==> src/rtl/core/hsec_pkg.sv <==
// Shared widths, codes and helper functions for the Hamming SEC encoder/decoder.
// No dependencies; every other file in rtl/core imports this package.
`default_nettype none

package hsec_pkg;

    // Fixed field widths of the request and result beats and the data width register
    localparam int CODE_W       = 31;
    localparam int SYN_W        = 5;
    localparam int STATUS_W     = 2;
    localparam int DATA_WIDTH_W = 5;

    // Largest value the data width register can hold
    localparam int DATA_WIDTH_MAX = (2 ** DATA_WIDTH_W) - 1;

    // Register reset value and default parameter value
    localparam logic [DATA_WIDTH_W-1:0] DATA_WIDTH_RESET = 5'd26;
    localparam int DEFAULT_MAX_DATA_BITS = 26;

    // Command codes
    localparam logic CMD_ENCODE = 1'b0;
    localparam logic CMD_DECODE = 1'b1;

    // Result status codes
    typedef enum logic [STATUS_W-1:0] {
        ST_OK            = 2'd0,
        ST_CORRECTED     = 2'd1,
        ST_UNCORRECTABLE = 2'd2
    } hsec_status_t;

    // Smallest r with 2^r >= m + r + 1; the condition fails for a prefix of r,
    // so counting the r values where it fails gives the answer.
    function automatic int parity_count(input int m);
        int cnt;
        cnt = 0;
        for (int r = 0; r < 8; r++) begin
            if ((1 << r) < (m + r + 1)) begin
                cnt++;
            end
        end
        return cnt;
    endfunction

endpackage

`default_nettype wire

==> src/rtl/core/hsec_if.sv <==
// Valid/ready channel interfaces for request and result beats.
// Depends on hsec_pkg for the field widths.
`default_nettype none

interface hsec_in_if
    import hsec_pkg::*;
();
    logic                valid;
    logic                ready;
    logic                command;
    logic [CODE_W-1:0]   word;

    modport source (output valid, output command, output word, input ready);
    modport sink   (input valid, input command, input word, output ready);
endinterface

interface hsec_out_if
    import hsec_pkg::*;
();
    logic                valid;
    logic                ready;
    logic [CODE_W-1:0]   code_out;
    logic [SYN_W-1:0]    syndrome;
    logic [STATUS_W-1:0] status;

    modport source (output valid, output code_out, output syndrome, output status,
                    input ready);
    modport sink   (input valid, input code_out, input syndrome, input status,
                    output ready);
endinterface

`default_nettype wire

==> src/rtl/core/hsec_syn_tree.sv <==
// Syndrome XOR trees: bit k is the parity of all code positions whose index has bit k set.
// Depends on hsec_pkg for the default code width; purely combinational.
`default_nettype none

module hsec_syn_tree
    import hsec_pkg::*;
#(
    parameter int CODE_BITS = DEFAULT_MAX_DATA_BITS + 5,
    parameter int SYN_BITS  = 5
)(
    input  logic [CODE_BITS-1:0] code,
    output logic [SYN_BITS-1:0]  syn
);

    // Coverage mask of syndrome bit k over positions 1..CODE_BITS
    function automatic logic [CODE_BITS-1:0] cover_mask(input int k);
        logic [CODE_BITS-1:0] mask;
        mask = '0;
        for (int p = 0; p < CODE_BITS; p++) begin
            mask[p] = (((p + 1) >> k) & 1) != 0;
        end
        return mask;
    endfunction

    // Reduce each covered set
    for (genvar k = 0; k < SYN_BITS; k++) begin : g_bit
        localparam logic [CODE_BITS-1:0] MASK = cover_mask(k);
        assign syn[k] = ^(code & MASK);
    end

endmodule

`default_nettype wire

==> src/rtl/core/hamming_sec_encode_decode_unit.sv <==
// Hamming SEC encoder/decoder, three register stages: place/mask, syndrome, correct.
// Throughput one beat per cycle while the result side accepts beats.
// Stalls come back from the result side and an empty stage still advances; the syndrome XOR tree sets stage depth.
// Reset clears all stage valid bits and loads the data width register with 26.
// Depends on hsec_pkg, hsec_if and hsec_syn_tree.
`default_nettype none

module hamming_sec_encode_decode_unit
    import hsec_pkg::*;
#(
    parameter int MAX_DATA_BITS = DEFAULT_MAX_DATA_BITS
)(
    input  logic                    clk,
    input  logic                    rst_n,
    input  logic                    cfg_wr_en,
    input  logic [DATA_WIDTH_W-1:0] cfg_wr_data,
    hsec_in_if.sink                 request,
    hsec_out_if.source              result
);

    // Code geometry at the widest data width the register can select
    localparam int M_CAP  = (MAX_DATA_BITS < DATA_WIDTH_MAX) ? MAX_DATA_BITS : DATA_WIDTH_MAX;
    localparam int R_MAX  = parity_count(M_CAP);
    localparam int N_MAX  = M_CAP + R_MAX;
    localparam int N_W    = $clog2(N_MAX + 1);
    localparam int SYN_IW = R_MAX;
    localparam int CMP_W  = N_W + SYN_IW;

    logic [DATA_WIDTH_W-1:0] data_width_reg;

    logic [N_W-1:0]   m_eff;
    logic [N_W-1:0]   r_cur;
    logic [N_W-1:0]   n_cur;
    logic [N_MAX-1:0] n_mask;
    logic [N_MAX-1:0] word_ext;
    logic [N_MAX-1:0] scatter;

    logic adv1;
    logic adv2;
    logic adv3;

    logic             v1_reg;
    logic             cmd1_reg;
    logic [N_MAX-1:0] code1_reg;
    logic [N_MAX-1:0] code1_next;

    logic              v2_reg;
    logic              cmd2_reg;
    logic [N_MAX-1:0]  code2_reg;
    logic [SYN_IW-1:0] syn2_reg;
    logic [SYN_IW-1:0] syn2_next;

    logic              v3_reg;
    logic [N_MAX-1:0]  code3_reg;
    logic [N_MAX-1:0]  code3_next;
    logic [SYN_IW-1:0] syn3_reg;
    logic [SYN_IW-1:0] syn3_next;
    hsec_status_t      status3_reg;
    hsec_status_t      status3_next;

    logic [N_MAX-1:0] flip_vec;
    logic [N_MAX-1:0] par_vec;

    // Hold the data width register
    always_ff @(posedge clk or negedge rst_n)
    begin
        if (!rst_n)
        begin
            data_width_reg <= DATA_WIDTH_RESET;
        end
        else if (cfg_wr_en)
        begin
            data_width_reg <= cfg_wr_data;
        end
    end

    // Clamp the width and derive parity count and code length
    always_comb
    begin
        if (data_width_reg == '0)
        begin
            m_eff = N_W'(1);
        end
        else if (int'(data_width_reg) > M_CAP)
        begin
            m_eff = N_W'(M_CAP);
        end
        else
        begin
            m_eff = N_W'(data_width_reg);
        end
        r_cur = N_W'(parity_count(int'(m_eff)));
        n_cur = m_eff + r_cur;
    end

    // Keep positions 1..n only
    always_comb
    begin
        for (int p = 0; p < N_MAX; p++)
        begin
            n_mask[p] = p < int'(n_cur);
        end
    end

    // Stall control: a stage advances when it is empty or the next one advances
    assign adv3          = !v3_reg || result.ready;
    assign adv2          = !v2_reg || adv3;
    assign adv1          = !v1_reg || adv2;
    assign request.ready = adv1;

    // Stage 1: widen the received word and scatter data bits to non-power-of-two positions
    for (genvar p = 0; p < N_MAX; p++)
    begin : g_word
        if (p < CODE_W)
        begin : g_in
            assign word_ext[p] = request.word[p];
        end
        else
        begin : g_pad
            assign word_ext[p] = 1'b0;
        end
    end

    for (genvar p = 1; p <= N_MAX; p++)
    begin : g_scatter
        if ((p & (p - 1)) == 0)
        begin : g_par
            assign scatter[p-1] = 1'b0;
        end
        else
        begin : g_dat
            localparam int K = (p - 1) - $clog2(p);
            if (K < CODE_W)
            begin : g_bit
                assign scatter[p-1] = request.word[K];
            end
            else
            begin : g_zero
                assign scatter[p-1] = 1'b0;
            end
        end
    end

    assign code1_next = ((request.command == CMD_ENCODE) ? scatter : word_ext) & n_mask;

    // Stage 2: syndrome over the masked code word
    hsec_syn_tree #(
        .CODE_BITS (N_MAX),
        .SYN_BITS  (SYN_IW)
    ) u_syn_tree (
        .code (code1_reg),
        .syn  (syn2_next)
    );

    // Stage 3: insert parity on encode, correct or flag on decode
    for (genvar p = 0; p < N_MAX; p++)
    begin : g_fix
        assign flip_vec[p] = syn2_reg == SYN_IW'(p + 1);
        if (((p + 1) & p) == 0)
        begin : g_par
            assign par_vec[p] = syn2_reg[$clog2(p + 1)];
        end
        else
        begin : g_dat
            assign par_vec[p] = 1'b0;
        end
    end

    always_comb
    begin
        code3_next   = code2_reg;
        syn3_next    = '0;
        status3_next = ST_OK;
        if (cmd2_reg == CMD_ENCODE)
        begin
            code3_next = code2_reg | par_vec;
        end
        else
        begin
            syn3_next = syn2_reg;
            if (syn2_reg == '0)
            begin
                status3_next = ST_OK;
            end
            else if (CMP_W'(syn2_reg) <= CMP_W'(n_cur))
            begin
                code3_next   = code2_reg ^ flip_vec;
                status3_next = ST_CORRECTED;
            end
            else
            begin
                status3_next = ST_UNCORRECTABLE;
            end
        end
    end

    // Advance the stage valid bits
    always_ff @(posedge clk or negedge rst_n)
    begin
        if (!rst_n)
        begin
            v1_reg <= 1'b0;
            v2_reg <= 1'b0;
            v3_reg <= 1'b0;
        end
        else
        begin
            if (adv1)
            begin
                v1_reg <= request.valid;
            end
            if (adv2)
            begin
                v2_reg <= v1_reg;
            end
            if (adv3)
            begin
                v3_reg <= v2_reg;
            end
        end
    end

    // Advance the stage payloads; hold them while stalled
    always_ff @(posedge clk)
    begin
        if (adv1)
        begin
            cmd1_reg  <= request.command;
            code1_reg <= code1_next;
        end
        if (adv2)
        begin
            cmd2_reg  <= cmd1_reg;
            code2_reg <= code1_reg;
            syn2_reg  <= syn2_next;
        end
        if (adv3)
        begin
            code3_reg   <= code3_next;
            syn3_reg    <= syn3_next;
            status3_reg <= status3_next;
        end
    end

    // Drive the result beat
    for (genvar i = 0; i < CODE_W; i++)
    begin : g_out
        if (i < N_MAX)
        begin : g_bit
            assign result.code_out[i] = code3_reg[i];
        end
        else
        begin : g_pad
            assign result.code_out[i] = 1'b0;
        end
    end

    assign result.valid    = v3_reg;
    assign result.syndrome = SYN_W'(syn3_reg);
    assign result.status   = status3_reg;

    // A corrected word always comes with a nonzero syndrome
    a_corr_syn: assert property (@(posedge clk) disable iff (!rst_n)
        v3_reg && status3_reg == ST_CORRECTED |-> syn3_reg != '0)
        else $error("corrected result carries zero syndrome");

    // Positions beyond the code length stay clear
    a_len_mask: assert property (@(posedge clk) disable iff (!rst_n)
        v3_reg |-> (code3_reg & ~n_mask) == '0)
        else $error("result has bits beyond code length");

    // A stalled middle stage keeps its beat
    a_mid_hold: assert property (@(posedge clk) disable iff (!rst_n)
        v2_reg && !adv2 |=> v2_reg && $stable(code2_reg) && $stable(syn2_reg))
        else $error("stalled syndrome stage lost its beat");

    // An accepted request lands in the first stage
    a_accept: assert property (@(posedge clk) disable iff (!rst_n)
        request.valid && request.ready |=> v1_reg)
        else $error("accepted request did not enter the pipeline");

endmodule

`default_nettype wire

==> src/flat_wrapper.sv <==
// flat-port wrapper written by rule: the top's interface ports become plain ports
module hamming_sec_encode_decode_unit_flat import hsec_pkg::*;
#(
    parameter int MAX_DATA_BITS = DEFAULT_MAX_DATA_BITS
)
  (clk, rst_n, cfg_wr_en, cfg_wr_data, request_valid, request_command, request_word, request_ready, result_valid, result_code_out, result_syndrome, result_status, result_ready);
  hsec_in_if request_i ();
  hsec_out_if result_i ();
  input  logic clk;
  input  logic rst_n;
  input  logic cfg_wr_en;
  input  logic [DATA_WIDTH_W-1:0] cfg_wr_data;
  input wire logic [$bits(request_i.valid)-1:0] request_valid;
  input wire logic [$bits(request_i.command)-1:0] request_command;
  input wire logic [$bits(request_i.word)-1:0] request_word;
  output wire logic [$bits(request_i.ready)-1:0] request_ready;
  output wire logic [$bits(result_i.valid)-1:0] result_valid;
  output wire logic [$bits(result_i.code_out)-1:0] result_code_out;
  output wire logic [$bits(result_i.syndrome)-1:0] result_syndrome;
  output wire logic [$bits(result_i.status)-1:0] result_status;
  input wire logic [$bits(result_i.ready)-1:0] result_ready;
  assign request_i.valid = request_valid;
  assign request_i.command = request_command;
  assign request_i.word = request_word;
  assign request_ready = request_i.ready;
  assign result_valid = result_i.valid;
  assign result_code_out = result_i.code_out;
  assign result_syndrome = result_i.syndrome;
  assign result_status = result_i.status;
  assign result_i.ready = result_ready;
  hamming_sec_encode_decode_unit #(.MAX_DATA_BITS(MAX_DATA_BITS)) u_core (.clk(clk), .rst_n(rst_n), .cfg_wr_en(cfg_wr_en), .cfg_wr_data(cfg_wr_data), .request(request_i), .result(result_i));
endmodule
==> config.mk <==
export PLATFORM = sky130hd
export DESIGN_NAME = hamming_sec_encode_decode_unit_flat
export DESIGN_NICKNAME = d
export VERILOG_FILES = /design/src/rtl/core/hsec_pkg.sv /design/src/rtl/core/hsec_if.sv /design/src/rtl/core/hsec_syn_tree.sv /design/src/rtl/core/hamming_sec_encode_decode_unit.sv /design/src/flat_wrapper.sv
export SDC_FILE = /design/constraint.sdc
export NUM_CORES = 1
export LEC_CHECK = 0
export BUFFER_PORTS_ARGS = -buffer_cell sky130_fd_sc_hd__buf_4
export CORE_ASPECT_RATIO = 1.4
export CORE_MARGIN = 10
export CORE_UTILIZATION = 55
export DETAILED_ROUTE_END_ITERATION = 8
export PLACE_DENSITY = 0.82
export SLEW_MARGIN = 20
export SYNTH_ARGS = -nofsm -noshare
export SYNTH_HDL_FRONTEND = slang
export SYNTH_SLANG_ARGS = --single-unit
==> constraint.sdc <==
create_clock -name clk -period 9 [get_ports clk]
set_clock_uncertainty 0.1 [all_clocks]
set_input_delay 0.45 -clock clk [delete_from_list [all_inputs] [get_ports clk]]
set_output_delay 0.45 -clock clk [all_outputs]
set_load 0.05 [all_outputs]
Word level (Yosys, flattened, before mapping)
Index checks and enable logic that the tools add are counted.
- bits in registers: 115
- output and inout port bits: 40
- input port bits: 42
- logic and storage cells: 139
- order comparisons: 41
- multiplexer cells: 15
- bitwise operators: 4
- reduce and logical (&&, ||, !) cells: 14
- eq/ne operators: 31
- add/subtract/negate cells: 22
- operator list (kind ; number):
    32-bit by 2-bit adder with 32-bit output (second input constant) ; 7
    31-bit parity ; 5
    31-bit two-way mux ; 4
    5-bit == test (second input constant) ; 16
    5-bit less-than comparator (first input constant) ; 15
    5-bit by 4-bit == test with 1-bit output (second input constant) ; 8
    4-bit by 5-bit less-than comparator with 1-bit output (first input constant) ; 8
    5-bit two-way mux ; 8
    3-bit by 32-bit less-than comparator with 1-bit output (first input constant) ; 1
    4-bit by 32-bit less-than comparator with 1-bit output (first input constant) ; 1
    5-bit by 32-bit less-than comparator with 1-bit output (first input constant) ; 1
    6-bit by 32-bit less-than comparator with 1-bit output (first input constant) ; 1
    7-bit by 32-bit less-than comparator with 1-bit output (first input constant) ; 1
    8-bit by 32-bit less-than comparator with 1-bit output (first input constant) ; 1
    9-bit by 32-bit less-than comparator with 1-bit output (first input constant) ; 1
    31-bit bitwise AND ; 1
    31-bit by 16-bit bitwise OR with 31-bit output ; 1
    31-bit bitwise XOR ; 1
    5-bit by 2-bit adder with 5-bit output (second input constant) ; 5
    5-bit by 3-bit adder with 6-bit output (second input constant) ; 4
    5-bit by 3-bit == test with 1-bit output (second input constant) ; 4
    3-bit by 5-bit less-than comparator with 1-bit output (first input constant) ; 4
    5-bit by 2-bit adder with 6-bit output (second input constant) ; 2
    5-bit by 2-bit == test with 1-bit output (second input constant) ; 2
    other kinds (17) ; 25

Depth between registers and ports, before layout
- word-level depth: 25
- mapped depth: 34
- gate-level depth less buffers: 31

By module
A second synthesis with hierarchy kept.
- cell total of the unflattened synthesis: 486
- area, all modules: 6436.2 µm²
- modules (own cells, without submodules) (module ; area an instance (µm²) ; sequential area each (µm²) ; cells an instance ; instances):
    hamming_sec_encode_decode_unit ; 5890.6 ; 3417.0 ; 449 ; 1
    hsec_syn_tree ; 545.5 ; 0.0 ; 37 ; 1

Worst setup path after synthesis
OpenSTA, ideal clock, no wires.
- path type: reg2reg
- from: register u_core.data_width_reg[4]
- to: register u_core.code3_reg[23] (netlist: u_core.result.code_out[23]) (data pin)
- path buffers: 2
- setup time: 0.258 ns
- clock period less this slack: 7.800 ns
- path slack: 1.200 ns
- data arrival time: 7.442 ns
- cell stages (with the launch flop): 30
- required time: 8.642 ns
- path through: dfstp_2 buf_2 a21boi_1 nor3_2 inv_1 ha_1 nor4_1 nand2b_1 nor3_1 a21oi_1 or2_2 ha_1 xnor2_4 xnor2_4 ha_1 xnor3_1 or3b_4 o211ai_1 fa_1 xnor2_1 clkinv_1 ha_1 o21a_1 o21a_1 o21a_1 or2_2 nor2_1 clkbuf_1 nand4b_1 xnor2_1
- word-level cells in the longest chain between the ends: 25
- elaborated cells on any way between the ends: 46
- classes of those cells: add/sub: 22; order compare: 10; mux: 13; reduce/logical: 1
- RTL lines (what ; RTL line ; RTL):
    start: declaration ; hamming_sec_encode_decode_unit.sv:29 ; logic [DATA_WIDTH_W-1:0] data_width_reg;
    start signal: assignment ; hamming_sec_encode_decode_unit.sv:73 ; data_width_reg <= cfg_wr_data;
    5-bit greater-than comparator ; hamming_sec_encode_decode_unit.sv:84 ; else if (int'(data_width_reg) > M_CAP)
    5-bit two-way mux ; hamming_sec_encode_decode_unit.sv:84 ;
    5-bit two-way mux (*) ; hamming_sec_encode_decode_unit.sv:80 ; if (data_width_reg == '0)
    parallel branches: the longest is 17 deep, another holds 32-bit by 2-bit adder with 32-bit output ; - ;
    5-bit adder (*) ; hamming_sec_encode_decode_unit.sv:93 ; n_cur = m_eff + r_cur;
    5-bit less-or-equal comparator (*) ; hamming_sec_encode_decode_unit.sv:185 ; else if (CMP_W'(syn2_reg) <= CMP_W'(n_cur))
    31-bit two-way mux (*) ; hamming_sec_encode_decode_unit.sv:185 ;
    31-bit two-way mux (*) ; hamming_sec_encode_decode_unit.sv:181 ; if (syn2_reg == '0)
    31-bit two-way mux (*) ; hamming_sec_encode_decode_unit.sv:174 ; if (cmd2_reg == CMD_ENCODE)
    net u_core.code3_next[23] ; hamming_sec_encode_decode_unit.sv:55 ; logic [N_MAX-1:0] code3_next;
    end signal: assignment ; hamming_sec_encode_decode_unit.sv:239 ; code3_reg <= code3_next;
    end: declaration ; hamming_sec_encode_decode_unit.sv:54 ; logic [N_MAX-1:0] code3_reg;
Mark *: on every way through the listed nets, which the timed path passes.
A chain may end at the register's enable or synchronous reset.

Final worst setup path
- from: register u_core.data_width_reg[3]
- to: register u_core.code3_reg[0] (netlist: u_core.result.code_out[0]) (data pin)
Same word-level chain as after synthesis.

==> impl_metrics.sql <==
INSERT INTO impl_metrics (metric_group, metric, value, unit) VALUES
('final_layout', 'num_antenna_cells', '0', ''),
('detailed_routing', 'antenna_nets_post_route', '0', ''),
('global_routing', 'grt_max_degree', '40', ''),
('final_layout', 'finalNonFillerCells', '801', ''),
('detailed_routing', 'route.detailed.wl_per_inst', '19.6', 'um'),
('clock_network', 'tritoncts.num_buffers', '17', ''),
('logic_synthesis', 'netlist_instances', '558', ''),
('die', 'placeableCoreArea', '11900', 'um2'),
('final_layout', 'layout.nets', '711', ''),
('clock_network', 'cts-root-buf', 'sky130_fd_sc_hd__clkbuf_16', ''),
('worst_setup_path', 'critical_path.endpoint_type', 'register', ''),
('die', 'die_area', '17000', 'um2'),
('sta', 'period_needed', '8.49', 'ns'),
('final_layout', 'layout_common_cells', 'sky130_fd_sc_hd__edfxtp_1, sky130_fd_sc_hd__buf_4, sky130_fd_sc_hd__xnor2_1', ''),
('place', 'place.detailed.instances', '768', ''),
('global_routing', 'initial_antenna_violation_count', '0', ''),
('final_layout', 'fraction_of_layout_instances_using_a_drive_strength_above_1', '23.4', '%'),
('sta', 'fin_tns_setup', '0', 'ns'),
('sta', 'finalMaxSlewViolations', '0', ''),
('worst_setup_path', 'required', '9.11', 'ns'),
('detailed_routing', 'vias_per_cell', '5.87', ''),
('worst_setup_path', 'total_buffers_and_inverters_traversed_by_the_critical_path', '2', ''),
('die', 'initial_utilization', '56.2', '%'),
('power', 'total_power', '3.54', 'mW'),
('sta', 'rsz0062_at_grt', 'false', ''),
('logic_synthesis', 'postSynth.asyncResetShare', '6.96', '%'),
('worst_setup_path', 'timing.setup.critical_path_class', 'reg2reg', ''),
('logic_synthesis', 'netlist_area', '6680', 'um2'),
('clock_network', 'clock_tree.buffer_depth', '2', ''),
('worst_setup_path', 'crit_path_max_incr_delay', '0.73', 'ns'),
('detailed_routing', 'drc', '0', ''),
('sta', 'tightestPinTransition', '0.926', 'ns'),
('worst_setup_path', 'start_kind', 'register', ''),
('clock_network', 'tritoncts', 'yes', ''),
('status', 'outcome', 'finished clean', ''),
('die', 'die_h', '150', 'um'),
('run', 'cap_viol_max_count', '0', ''),
('power', 'power.density', '441', 'nW/um2'),
('sta', 'maximum_achievable_frequency', '118', 'MHz'),
('sta', 'max_slew_margin', '38.2', '%'),
('logic_synthesis', 'synthesis.yosys.warnings', '0', ''),
('logic_synthesis', 'ys_seq_elements', '115', ''),
('place', 'hpwl', '12.0', 'mm'),
('worst_setup_path', 'critical-path-top-delay-family', 'simple AND/OR/NAND/NOR gates', ''),
('die', 'floorplan.io_pins', '82', ''),
('die', 'core.rowCount', '47', ''),
('sta', 'report.final.hold_viol_count', '0', ''),
('place', 'globalplace.congestion', '0.964', ''),
('place', 'io_buffers', '81', ''),
('logic_synthesis', 'ys_dominant_reg_cell', 'sky130_fd_sc_hd__edfxtp_1', ''),
('clock_network', 'clkTransAtPathRegs', '0.05', 'ns'),
('logic_synthesis', 'ys_types', '68', ''),
('clock_network', 'cts_htree_levels', '4', ''),
('global_routing', 'via_count_of_the_first_global_routing_pass', '4842', ''),
('logic_synthesis', 'synth.yosys.seq_area_share', '51.2', '%'),
('worst_setup_path', 'path_max_fanout', '17', ''),
('final_layout', 'area_growth_syn_to_layout', '20.0', '%'),
('worst_setup_path', 'cp_slowest_cell', 'sky130_fd_sc_hd__dfstp_2', ''),
('detailed_routing', 'wirelength', '15.7', 'mm'),
('global_routing', 'overflow', '0', ''),
('global_routing', 'globalRouteTotalUtil', '18.4', '%'),
('detailed_routing', 'number_of_vias_in_the_routed_layout', '4698', ''),
('final_layout', 'mostFrequentLayoutCell', 'sky130_fd_sc_hd__edfxtp_1', ''),
('detailed_routing', 'initial_drc_count', '436', ''),
('logic_synthesis', 'post_synth.cell_area_avg', '12.0', 'um2'),
('logic_synthesis', 'synth-edff-count', '107', ''),
('clock_network', 'clk_latency', '0.41', 'ns'),
('detailed_routing', 'drt_pre_antenna_iters', '6', ''),
('worst_setup_path', 'cp_data_arrival_time', '8.60', 'ns'),
('final_layout', 'share_of_the_core_filled_with_cells', '67.5', '%'),
('min_path', 'worstHoldPathType', 'in2reg', ''),
('die', 'floorplan.die.width', '113', 'um'),
('power', 'max-vdd-ir-drop', '203', 'uV'),
('clock_network', 'clock_sinks', '115', ''),
('place', 'area_of_placed_instances', '7400', 'um2'),
('final_layout', 'post-route-cell-area', '8020', 'um2'),
('worst_setup_path', 'cell_mode_on_critical_path', 'sky130_fd_sc_hd__ha_1', ''),
('sta', 'fin_crit_sh', '94.3', '%'),
('power', 'p_leak', '3.20', 'nW'),
('worst_setup_path', 'r2r_slack', '0.51', 'ns'),
('sta', 'setup-violations-final', '0', ''),
('global_routing', 'grt_first_pass_wirelength', '24.8', 'mm'),
('logic_synthesis', 'postSynthNetCount', '628', '');
==> synth_stat cells (all sizes together) (3+ instances only) <==
cell type  number  share of area, %
a211oi          8              0.90
nand2          39               2.3
inv            16              0.90
a31oi           5              0.47
nor2b           4              0.37
o21a            6              0.67
nand2b         12               1.1
dfstp           3               1.2
nand3b          3              0.34
mux2i          29               4.3
and3            3              0.36
or2             3              0.28
o21ai          18               1.4
a211o           4              0.52
nor2           23               1.4
a21o            4              0.45
nand3          16               1.3
a21boi          4              0.45
edfxtp        107                48
xnor2          77                11
ha             27               5.1
xor2           19               2.5
nand4b         11               1.4
buf             9               1.1
nor4            3              0.37
and2            9              0.88
dfrtp           5               1.9
nor3           10              0.82
o32ai           3              0.62
nor3b           3              0.41
clkbuf         18               1.0
mux2            4              0.67
a21oi          25               1.9
nand4           5              0.47
==> routing by layer <==
metal,vias to the layer above,share of wire [%],GRT usage (%)
li1,2191,-,-
met1,2196,34,17.7
met2,249,54,34.2
met3,62,7.0,5.14
met4,0,4.9,10.6
met5,-,0,0
==> final timing paths <==
check / cells after the start / to / startpoint
worst max-delay path: 28 / u_core.result.code_out[0] / u_core.data_width_reg[3]
worst min-delay path: 2 / u_core.v1_reg / request_valid
worst max register to register: 28 / u_core.result.code_out[0] / u_core.data_width_reg[3]
worst min register to register: 0 / u_core.cmd2_reg / u_core.cmd1_reg
max in group asynchronous: 2 / u_core.data_width_reg[1] / rst_n
min in group asynchronous: 2 / u_core.v1_reg / rst_n
==> worst reg2reg max path, delay by kind of cell (launching register included) <==
family	cells	cell delay, ns
xor gates and xnor gates	4	1.10
and+or+nand+nor	7	2.33
buffers and inverters	2	0.41
DFF	1	0.73
AOI/OAI and AO/OA	10	1.95
adders and majority gates	5	1.69
==> cell families after synthesis <==
logic type                 synth area share, %
AOI/OAI and AO/OA                         9.33
xor gates and xnor gates                  13.5
adders and majority gates                 5.51
buffers and inverters                     3.11
DFF                                       51.2
muxes                                     5.02
and+or+nand+nor                           12.4
==> stage by stage <==
| step | hold slack (ns) | setup WS (ns) |
|---|---|---|
| after global routing | 0.114 | 0.126 |
| final | 0.132 | 0.513 |
| after detailed placement | 0.172 | 0.411 |
| after floorplan | 0.0544 | 1.20 |
| after global placement | 0.167 | 0.820 |
| after CTS | 0.122 | 0.353 |
==> timing repair <==
| item | CTS | global route |
|---|---|---|
| hold endpoints to repair | 8 | 0 |
| setup buffers | 0 | 0 |
| hold buffers | 1 | 0 |
| resized for setup | 0 | 4 |
| setup endpoints to repair | 0 | 12 |
==> layout make-up <==
| type | count | area [um2] |
|---|---|---|
| Clock inverter | 10 | 109 |
| Sequential cell | 115 | 3420 |
| Fill cell | 853 | 3860 |
| Tap cell | 147 | 184 |
| Inverter | 18 | 67.6 |
| Timing Repair Buffer | 91 | 686 |
| Clock buffer | 22 | 474 |
| Multi-Input combinational cell | 398 | 3080 |
==> power by group <==
group	internal, mW	leakage (nW)	switching, mW
Combinational	0.741	1.69	1.12
Sequential	0.891	1.22	0.138
Clock	0.426	0.286	0.221
Total	2.06	3.20	1.48
(Power assumes the default switching activity.)
